$ cat config.mk
export PLATFORM = sky130hd
export DESIGN_NAME = bbds_queue
export DESIGN_NICKNAME = d
export VERILOG_FILES = /design/src/rtl/bbds_pkg.sv /design/src/rtl/bbds_queue.sv
export SDC_FILE = /design/constraint.sdc
export NUM_CORES = 1
export LEC_CHECK = 0
export BUFFER_PORTS_ARGS = -buffer_cell sky130_fd_sc_hd__buf_2
export CORE_MARGIN = 10
export CORE_UTILIZATION = 55
export DETAILED_ROUTE_END_ITERATION = 12
export GPL_ROUTABILITY_DRIVEN = 0
export PLACE_DENSITY = 0.81
export SLEW_MARGIN = 20
export SYNTH_ARGS = -nofsm -noshare
export SYNTH_HDL_FRONTEND = slang
export SYNTH_SLANG_ARGS = --single-unit
$ cat constraint.sdc
create_clock -name i_clk -period 9.4 [get_ports i_clk]
set_clock_uncertainty 0.2 [all_clocks]
set_input_delay 1.88 -clock i_clk [delete_from_list [all_inputs] [get_ports i_clk]]
set_output_delay 1.88 -clock i_clk [all_outputs]
set_load 0.01 [all_outputs]
$ cat src/rtl/bbds_pkg.sv
// bbds_pkg: shared types, codes and constants of the box downscaler
// used by all modules but bbds_ram and bbds_checker, depends on nothing

package bbds_pkg;

    // default store size and the scale ceiling
    localparam int STORE_BYTES_DEF = 1024;
    localparam int MAX_SCALE       = 4;

    // internal widths
    localparam int SCALE_W     = 3;   // saturated scale 0..4
    localparam int SUM_W       = 5;   // box sum 0..16
    localparam int RAW_ADDR_W  = 13;  // unreduced store address, below 5800
    localparam int BASE_W      = 11;  // height * width, below 1906
    localparam int COLSCALE_W  = 9;   // column * scale, below 253
    localparam int QUEUE_DEPTH = 2;

    // constant result bytes for rows outside the window
    localparam logic [7:0] PIX_ALL  = 8'hFF;
    localparam logic [7:0] PIX_NONE = 8'h00;

    // configuration register indexes
    typedef enum logic [2:0] {
        CFG_HEIGHT_BYTES  = 3'd0,
        CFG_WIDTH_COLUMNS = 3'd1,
        CFG_VERT_OFFSET   = 3'd2,
        CFG_SCALE         = 3'd3,
        CFG_THRESHOLD     = 3'd4,
        CFG_ROW_FIRST     = 3'd5,
        CFG_ROW_LAST      = 3'd6
    } t_cfg_reg;

    // input operation codes
    typedef enum logic {
        OPER_WRITE = 1'b0,
        OPER_QUERY = 1'b1
    } t_operation;

    // job classes handed from front to back
    typedef enum logic [1:0] {
        JOB_WRITE = 2'd0,
        JOB_CONST = 2'd1,
        JOB_QUERY = 2'd2
    } t_job_kind;

    // micro-operations in the back pipeline
    typedef enum logic [1:0] {
        UOP_WRITE = 2'd0,
        UOP_CONST = 2'd1,
        UOP_READ  = 2'd2,
        UOP_FILL  = 2'd3
    } t_uop_kind;

    // back sequencer states
    typedef enum logic [1:0] {
        BK_IDLE  = 2'd0,
        BK_START = 2'd1,
        BK_ISSUE = 2'd2
    } t_back_state;

    // configuration register file
    typedef struct packed {
        logic [3:0]  height_bytes;
        logic [6:0]  width_columns;
        logic [5:0]  vert_offset;
        logic [11:0] scale;
        logic [23:0] threshold;
        logic [8:0]  row_first;
        logic [8:0]  row_last;
    } t_cfg;

    // one classified job in the queue
    typedef struct packed {
        t_job_kind             kind;
        logic [9:0]            addr;
        logic [7:0]            data;
        logic [COLSCALE_W-1:0] colscale;
        logic [SCALE_W-1:0]    scale;
        logic [7:0]            thr;
        logic [7:0]            bit_start;
        logic                  mask;
    } t_job;

    // one micro-operation in the read pipeline
    typedef struct packed {
        t_uop_kind             kind;
        logic [RAW_ADDR_W-1:0] raw;
        logic [7:0]            data;
        logic [2:0]            shift;
        logic [SUM_W-1:0]      fill;
        logic                  first;
        logic                  last;
        logic [2:0]            k;
    } t_uop;

endpackage

$ cat src/rtl/bbds_queue.sv
// bbds_queue: short job queue between front and back
// flip-flop storage, depth from bbds_pkg

module bbds_queue (
    input  logic           i_clk,
    input  logic           i_rst_n,
    input  logic           i_push,
    input  bbds_pkg::t_job i_job,
    output logic           o_full,
    input  logic           i_pop,
    output bbds_pkg::t_job o_job,
    output logic           o_empty
);

    localparam int DEPTH = bbds_pkg::QUEUE_DEPTH;
    localparam int PTR_W = (DEPTH > 1) ? $clog2(DEPTH) : 1;
    localparam int CNT_W = $clog2(DEPTH + 1);
    localparam logic [CNT_W-1:0] DEPTH_V = CNT_W'(DEPTH);
    localparam logic [PTR_W-1:0] LAST_P  = PTR_W'(DEPTH - 1);

    bbds_pkg::t_job   r_mem [DEPTH];
    logic [PTR_W-1:0] r_wp;
    logic [PTR_W-1:0] r_rp;
    logic [CNT_W-1:0] r_count;

    assign o_full  = (r_count == DEPTH_V);
    assign o_empty = (r_count == '0);
    assign o_job   = r_mem[r_rp];

    // pointers and fill count
    always_ff @(posedge i_clk) begin
        if (!i_rst_n) begin
            r_wp    <= '0;
            r_rp    <= '0;
            r_count <= '0;
        end else begin
            if (i_push) begin
                r_wp <= (r_wp == LAST_P) ? '0 : r_wp + PTR_W'(1);
            end
            if (i_pop) begin
                r_rp <= (r_rp == LAST_P) ? '0 : r_rp + PTR_W'(1);
            end
            if (i_push && !i_pop) begin
                r_count <= r_count + CNT_W'(1);
            end else if (!i_push && i_pop) begin
                r_count <= r_count - CNT_W'(1);
            end
        end
    end

    // entry storage
    always_ff @(posedge i_clk) begin
        if (i_push) begin
            r_mem[r_wp] <= i_job;
        end
    end

endmodule

==> out/results.tsv <==
metric	value	unit
Pre-Repair DR Iteration Count	4	
Levels on crit path	2	
CP Max Fanout	49	
Core Area	6720	um2
Remaining DRCs	0	
min-delay worst type	reg -> reg	
maxcap violations	0	
Leak	1.71	nW
Worst EP arrival	1740	ps
Hold Path Stages	2	
count leader, synth	edfxtp_1	
TritonCTS sink count	103	
YS warnings	0	
Ports	104	
Worst Hold Path EP	r_count[1]	
sequential standard cell area	3050	um2
delay of the slowest cell on the worst path	790	ps
cell taking the most area after synthesis	edfxtp_1	
critical path's slowest cell	dfxtp_4	
cells on worst reg2reg path	2	
distinct cell type count after synthesis	17	
Antenna Nets Post-Route	0	
top cells by count, synth	98 x edfxtp_1, 49 x mux2_2, 5 x dfxtp_1, 4 x and2_1, 3 x buf_2	
Mapped Area	3750	um2
setup slack, reg-to-reg	7480	ps
power share of the clock group	26.8	%
Slew HR	54.3	%
post-DP HPWL	4840	um
Cells after Synth	174	
hold path start	r_count[1]	
Crit path buffers/inverters	1	
Psw	0.198	mW
CTS root buf	clkbuf_8	
fraction of layout cells with a size suffix above 1	59.0	%
crit end category	output pin	
Filler cells	454	
CTS tree	done	
Critical Path Start Type	flip-flop	
first-pass GRT wire length	10500	um
routed vias	1939	
postcts setup bufs	0	
combinational share of power	11.0	%
total wire length	7020	um
Multi-input gate area	676	um2
period utilization	40.6	%
reg-to-reg endpoint	r_mem[1][22]	
status	finished clean	
Hold WS	307	ps
Ant. Diodes	0	
final hold violations	0	
Post-synth EDFFs	98	
Die Wd	103	um
total track usage	13.4	%
IO buf count	103	
initial antenna violation count	0	
wire per inst	19.0	um
#FFs+latches synth	103	
Worst-Margin Slew	686	ps
P per Cell Area	193	nW/um2
synthesized area per cell	21.6	um2
cts repair resizes	0	
fraction of power spent switching nets	22.7	%
top-area cell type share of the netlist area	78.5	%
WS Path Type	reg -> out	
RSZ-0062 raised after global routing	no	
worst path cell trace	mux2_2 > buf_2	
initial core utilization	55.8	%
setup TNS	0	ps
Die ar.	10500	um2
row cnt	30	
Seq/Total Area, Yosys	81.1	%
synth top area cells	edfxtp_1 78%, mux2_2 15%, dfxtp_1 2.7%	
asr flop ratio synth	0	%
hold_buf cts	0	
Via density	5.24	
Internal Power	0.675	mW
Layout area overhead	20.5	%
number of global-route vias before repair	2111	
Synth Flop Type	edfxtp_1	
final slew viol count	0	
worst skew pair latency	340	ps
Reg power frac	62.3	%
Min Clock Period, post-route	3820	ps
DRT iter0 DRCs	66	
family with the most delay on the worst path	flip-flops	
pin count of the biggest net entering global routing	50	
Fmax	262	MHz
nets@finish	339	
Critical Path RT	7320	ps
CTS Buf Count	9	
FF-to-FF Start	r_wp	
Final setup viols	0	
die height	103	um
H-tree levels	3	
clock buffer depth	2	
syn nets	228	
clk slew on worst S/H paths	80	ps
peak supply drop	0.121	mV
total gr overflow	0	
==> worst max path at each step <==
| stage | endpoint |
|---|---|
| after floorplan | r_mem[0][0] |
| after global placement | o_job[42] |
| after detailed placement | r_mem[1][4] |
| after CTS | o_job[41] |
| after global routing | o_job[41] |
| final | o_job[42] |
==> layout make-up <==
class                      instances  area share (%)
timing repair buffer             105            11.7
clock inverter                     5           0.747
tap                               80            2.21
clock buffer                      11            2.91
sequential                       103            67.4
multi-input combinational         65            14.9
inverter                           1          0.0830
==> power by group through the flow <==
stage,logic [mW],clock network (mW),registers [mW]
CTS,0.0979,0.242,0.544
global placement,0.0960,0,0.553
global route,0.105,0.260,0.547
floorplan,0.0610,0,0.545
detailed placement,0.0971,0,0.554
finish,0.0956,0.234,0.543
==> sequential cells by signal, summed over array words and instances, names as in the netlist, named ones only <==
register / count
r_rp: 1
r_wp: 1
r_count: 2
r_mem: 98
==> cell usage in the layout (no fill, tap or decap), types with 2 or more instances in the layout <==
master	instances
buf_4	2
edfxtp_1	98
clkbuf_8	9
mux2_2	49
buf_2	103
dfxtp_1	4
xor2_1	2
clkbuf_1	2
and2_1	3
==> worst register-to-register path, stage by stage (launching register included) <==
cell     delay, ps
dfxtp_1        390
and2_2         550
buf_4          450
==> metrics by stage <==
step | utilization (%) | cell area [um2] | total power [mW] | setup WS, ps | instances
after floorplan | - | 3750 | 0.606 | 4650 | 174
after global placement | 64.8 | 4350 | 0.649 | 5590 | 354
after detailed placement | 64.8 | 4360 | 0.651 | 5820 | 354
after CTS | 67.3 | 4520 | 0.884 | 5560 | 370
after global routing | 67.3 | 4520 | 0.911 | 5480 | 370
final | 67.3 | 4520 | 0.873 | 5580 | 370
==> layer usage <==
layer | vias to the layer above | global-route usage (%) | share of wire, %
li1 | 897 | - | -
met1 | 967 | 15.2 | 41
met2 | 67 | 22.0 | 50
met3 | 8 | 4.89 | 7.5
met4 | 0 | 6.18 | 1.4
met5 | - | 0 | 0
==> cells by family after synthesis <==
kind of cell / share of synthesized area [%]
muxes: 14.7
adders and majority gates: 0.334
and+or+nand+nor: 1.50
xor gates and xnor gates: 0.701
AOI/OAI and AO/OA: 0.534
buffers and inverters: 1.10
DFF: 81.1
Note: power is estimated with default switching activity, not from simulation.
