--- src/rtl/bbds_pkg.sv ---
// bbds_pkg: shared types, codes and constants of the box downscaler
// used by all modules but bbds_ram and bbds_checker, depends on nothing

package bbds_pkg;

    // default store size and the scale ceiling
    localparam int STORE_BYTES_DEF = 1024;
    localparam int MAX_SCALE       = 4;

    // internal widths
    localparam int SCALE_W     = 3;   // saturated scale 0..4
    localparam int SUM_W       = 5;   // box sum 0..16
    localparam int RAW_ADDR_W  = 13;  // unreduced store address, below 5800
    localparam int BASE_W      = 11;  // height * width, below 1906
    localparam int COLSCALE_W  = 9;   // column * scale, below 253
    localparam int QUEUE_DEPTH = 2;

    // constant result bytes for rows outside the window
    localparam logic [7:0] PIX_ALL  = 8'hFF;
    localparam logic [7:0] PIX_NONE = 8'h00;

    // configuration register indexes
    typedef enum logic [2:0] {
        CFG_HEIGHT_BYTES  = 3'd0,
        CFG_WIDTH_COLUMNS = 3'd1,
        CFG_VERT_OFFSET   = 3'd2,
        CFG_SCALE         = 3'd3,
        CFG_THRESHOLD     = 3'd4,
        CFG_ROW_FIRST     = 3'd5,
        CFG_ROW_LAST      = 3'd6
    } t_cfg_reg;

    // input operation codes
    typedef enum logic {
        OPER_WRITE = 1'b0,
        OPER_QUERY = 1'b1
    } t_operation;

    // job classes handed from front to back
    typedef enum logic [1:0] {
        JOB_WRITE = 2'd0,
        JOB_CONST = 2'd1,
        JOB_QUERY = 2'd2
    } t_job_kind;

    // micro-operations in the back pipeline
    typedef enum logic [1:0] {
        UOP_WRITE = 2'd0,
        UOP_CONST = 2'd1,
        UOP_READ  = 2'd2,
        UOP_FILL  = 2'd3
    } t_uop_kind;

    // back sequencer states
    typedef enum logic [1:0] {
        BK_IDLE  = 2'd0,
        BK_START = 2'd1,
        BK_ISSUE = 2'd2
    } t_back_state;

    // configuration register file
    typedef struct packed {
        logic [3:0]  height_bytes;
        logic [6:0]  width_columns;
        logic [5:0]  vert_offset;
        logic [11:0] scale;
        logic [23:0] threshold;
        logic [8:0]  row_first;
        logic [8:0]  row_last;
    } t_cfg;

    // one classified job in the queue
    typedef struct packed {
        t_job_kind             kind;
        logic [9:0]            addr;
        logic [7:0]            data;
        logic [COLSCALE_W-1:0] colscale;
        logic [SCALE_W-1:0]    scale;
        logic [7:0]            thr;
        logic [7:0]            bit_start;
        logic                  mask;
    } t_job;

    // one micro-operation in the read pipeline
    typedef struct packed {
        t_uop_kind             kind;
        logic [RAW_ADDR_W-1:0] raw;
        logic [7:0]            data;
        logic [2:0]            shift;
        logic [SUM_W-1:0]      fill;
        logic                  first;
        logic                  last;
        logic [2:0]            k;
    } t_uop;

endpackage

--- src/rtl/bbds_front.sv ---
// bbds_front: accepts input words and classifies them into jobs
// selects per-distance scale, threshold and window; uses bbds_pkg

module bbds_front (
    input  logic           i_valid,
    output logic           o_ready,
    input  logic           i_full,
    input  bbds_pkg::t_cfg i_cfg,
    input  logic           i_operation,
    input  logic [9:0]     i_store_address,
    input  logic [7:0]     i_store_data,
    input  logic [5:0]     i_column,
    input  logic [2:0]     i_out_row,
    input  logic [1:0]     i_distance,
    input  logic           i_use_mask,
    output logic           o_push,
    output bbds_pkg::t_job o_job
);

    localparam int SCALE_W = bbds_pkg::SCALE_W;
    localparam int CS_W    = bbds_pkg::COLSCALE_W;

    logic [3:0]         nib;
    logic [7:0]         thr;
    logic [2:0]         row_first;
    logic [2:0]         row_last;
    logic [SCALE_W-1:0] scale;
    logic               no_window;
    logic [2:0]         row_off;
    logic [5:0]         row_prod;

    // per-distance field select
    always_comb begin
        unique case (i_distance)
            2'd1: begin
                nib       = i_cfg.scale[3:0];
                thr       = i_cfg.threshold[7:0];
                row_first = i_cfg.row_first[2:0];
                row_last  = i_cfg.row_last[2:0];
            end
            2'd2: begin
                nib       = i_cfg.scale[7:4];
                thr       = i_cfg.threshold[15:8];
                row_first = i_cfg.row_first[5:3];
                row_last  = i_cfg.row_last[5:3];
            end
            2'd3: begin
                nib       = i_cfg.scale[11:8];
                thr       = i_cfg.threshold[23:16];
                row_first = i_cfg.row_first[8:6];
                row_last  = i_cfg.row_last[8:6];
            end
            default: begin
                nib       = '0;
                thr       = '0;
                row_first = '0;
                row_last  = '0;
            end
        endcase
    end

    // saturated scale and window check
    assign scale = (nib > 4'(bbds_pkg::MAX_SCALE)) ? SCALE_W'(bbds_pkg::MAX_SCALE)
                                                   : nib[SCALE_W-1:0];
    assign no_window = (i_distance == 2'd0) || (i_out_row < row_first)
                       || (i_out_row > row_last);
    assign row_off   = i_out_row - row_first;
    assign row_prod  = 6'(row_off) * 6'(scale);

    // job build
    always_comb begin
        o_job           = '0;
        o_job.addr      = i_store_address;
        o_job.colscale  = CS_W'(i_column) * CS_W'(scale);
        o_job.scale     = scale;
        o_job.thr       = thr;
        o_job.bit_start = {row_prod[4:0], 3'b000};
        o_job.mask      = i_use_mask;
        if (i_operation == bbds_pkg::OPER_WRITE) begin
            o_job.kind = bbds_pkg::JOB_WRITE;
            o_job.data = i_store_data;
        end else begin
            o_job.kind = no_window ? bbds_pkg::JOB_CONST : bbds_pkg::JOB_QUERY;
            o_job.data = i_use_mask ? bbds_pkg::PIX_ALL : bbds_pkg::PIX_NONE;
        end
    end

    assign o_ready = !i_full;
    assign o_push  = i_valid && !i_full;

endmodule

--- config.mk ---
export PLATFORM = sky130hd
export DESIGN_NAME = bbds_front
export DESIGN_NICKNAME = d
export VERILOG_FILES = /design/src/rtl/bbds_pkg.sv /design/src/rtl/bbds_front.sv
export SDC_FILE = /design/constraint.sdc
export NUM_CORES = 1
export LEC_CHECK = 0
export BUFFER_PORTS_ARGS = -buffer_cell sky130_fd_sc_hd__buf_2
export CAP_MARGIN = 5
export CORE_ASPECT_RATIO = 1.2
export CORE_UTILIZATION = 36
export DETAILED_ROUTE_END_ITERATION = 10
export PLACE_DENSITY = 0.8
export SETUP_SLACK_MARGIN = 0.05
export SLEW_MARGIN = 20
export SYNTH_ARGS = -nofsm -noshare
export SYNTH_HDL_FRONTEND = slang
export SYNTH_SLANG_ARGS = --single-unit
--- constraint.sdc ---
create_clock -name vclk -period 5.8
set_input_delay 1.16 -clock vclk [all_inputs]
set_output_delay 1.16 -clock vclk [all_outputs]
set_load 0.01 [all_outputs]
==> results.sh <==
export IMPL_fmax_ghz=0.179
export IMPL_maxCapViolCount=0
export IMPL_setup_violations=0
export IMPL_grt_pass1_wl_um=6090
export IMPL_yosysWarnings=0
export IMPL_drtAntennaViolNets=0
export IMPL_fp_dieW_um=59.0
export IMPL_seq_area_frac_synth=0
export IMPL_cp_end_kind="output pin"
export IMPL_final_max_slew_violation_count=0
export IMPL_highest_layer="met3"
export IMPL_die_area_um2=4150
export IMPL_nFillCells=370
export IMPL_holdCritPathClass="primary input to output pin"
export IMPL_crit_type="primary input to output pin"
export IMPL_yosysMostFrequentCell="inv_1"
export IMPL_status="complete, no violations"
export IMPL_multi_input_area_um2=1190
export IMPL_hold_viol_final=0
export IMPL_wire_per_inst_um=11.7
export IMPL_power_leakage_nw=1.16
export IMPL_num_clock_buffers=0
export IMPL_synthTopCellsByArea="ha_1 15%, mux2_2 14%, fa_1 11%"
export IMPL_nFlopsAndLatches=0
export IMPL_via_count=1600
export IMPL_wl_met2_um=2070
export IMPL_worstPathArrival_ns=4.43
export IMPL_synthCells=178
export IMPL_boundaryPins=155
export IMPL_finish_utilization=0.531
export IMPL_grt_pass1_vias=1505
export IMPL_path_max_fanout=10
export IMPL_met1_length_um=1510
export IMPL_overflow=0
export IMPL_port_buffer_count=115
export IMPL_required_ns=4.64
export IMPL_place_inst=332
export IMPL_drt_iter0_markers=60
export IMPL_total_power_w=0.000182
export IMPL_finalSetupTns_ns=0
export IMPL_synth_common_cells="22 x inv_1, 17 x ha_1, 17 x mux2_2, 14 x buf_4, 14 x nand2_1"
export IMPL_rsz0062_at_grt="false"
export IMPL_yosysTopAreaCell="ha_1"
export IMPL_firstDrtPassIters=4
export IMPL_place_congestion=0.863
export IMPL_nets=411
export IMPL_grt_max_degree=15
export IMPL_area_delta_synth_final_pct=39.8
export IMPL_fin_crit_ns=5.59
export IMPL_num_rows=24
export IMPL_routed_wl_um=3900
export IMPL_grt_usage=0.180
export IMPL_core_um2=3690
export IMPL_synth_top_cell_area_share=0.152
export IMPL_antenna_found_initial=0
export IMPL_die_h_um=70.4
export IMPL_max_vdd_ir_drop_mv=0.0396
export IMPL_initial_core_util=0.380
export IMPL_drc_errors=0
export IMPL_dpl_hpwl_um=3480
export IMPL_diodes=0
export IMPL_wl_met3_um=313
export IMPL_syn_area_um2=1400
export IMPL_finalCritPeriodShare=0.963
export IMPL_postCtsSetupBuffers=0
export IMPL_drive_above_1_share=0.514
export IMPL_via_per_inst=4.82
export IMPL_power_density_nw_per_um2=92.9
export IMPL_yosysUniqueCellTypes=34
export IMPL_final_seq_area_um2=0
export IMPL_avgSynthCellArea_um2=7.88
export IMPL_worst_setup_path_start_kind="primary input"
export IMPL_fin_cells=332
-- worst max-delay path: stages --
cell	delay (ns)
buf_2	0.21
mux2_2	0.37
a22o_1	0.19
ha_1	0.20
fa_1	0.38
xnor2_1	0.24
nand2_1	0.11
fa_1	0.49
inv_1	0.04
ha_1	0.20
fa_1	0.38
xor2_1	0.19
xnor2_1	0.12
buf_2	0.15
-- layout by cell type (no fill, tap or decap) --
cell type,count
buf_2,115
inv_1,22
mux2_2,17
ha_1,17
nand2_1,14
a22o_1,11
o21ai_0,11
and2_1,10
fa_1,8
a22oi_1,7
a21oi_1,6
buf_4,6
nor2b_1,5
xnor2_1,5
conb_1,3
nor3_4,2
nor2_1,2
nor3_1,2
xor2_1,2
nand2b_1,2
o21a_1,2
mux2_4,1
nand2_2,1
a22o_2,1
a22oi_2,1
mux2i_1,1
nor4_1,1
o211ai_1,1
a21o_1,1
a32oi_1,1
o22ai_1,1
nor3b_1,1
-- final timing paths --
kind | depth (start not counted) | slack, ns | end | startpoint
worst min-delay path | 0 | 2.32 | o_job[44] | i_store_address[7]
worst max-delay path | 14 | 0.21 | o_job[8] | i_distance[0]
-- logic make-up (layout without fill, tap and decap cells) --
kind of cell    count (synthesis)  count (layout)  share of synthesized area
buf+inv                        43             143                      0.159
compound gates                 43              43                      0.211
other cells                     1               3                    0.00267
simple gates                   40              40                      0.163
mux                            19              19                      0.154
fa+ha+maj                      25              25                      0.266
xor+xnor                        7               7                     0.0437
-- stage by stage --
| step | setup WS (ns) | hold WS (ns) | area (µm²) |
|---|---|---|---|
| floorplan | 0.491 | 2.36 | 1410 |
| detailed placement | 0.163 | 2.32 | 1960 |
| global route | 0.0619 | 2.32 | 1960 |
| finish | 0.214 | 2.32 | 1960 |
| CTS | 0.159 | 2.32 | 1960 |
| global placement | 0.206 | 2.32 | 1960 |
-- metal layers --
layer	track usage	vias to the layer above
met5	0	-
met4	0.0106	0
met3	0.0222	0
met2	0.371	82
met1	0.192	714
li1	-	804
-- final cells by class --
class	instances	area share
tap	52	0.0332
timing repair buffer	121	0.317
multi-input combinational	137	0.608
inverter	22	0.0421
-- repair_timing --
item | in CTS | in global routing
hold buffers | 0 | 0
gates resized for setup | 0 | 1
setup endpoints to repair | 0 | 2
-- power by group --
part	internal (W)	switching (W)
clock network	0	0
logic	0.0000890	0.0000931
registers	0	0
total	0.0000890	0.0000931
Power figures use the tool's default switching activity.
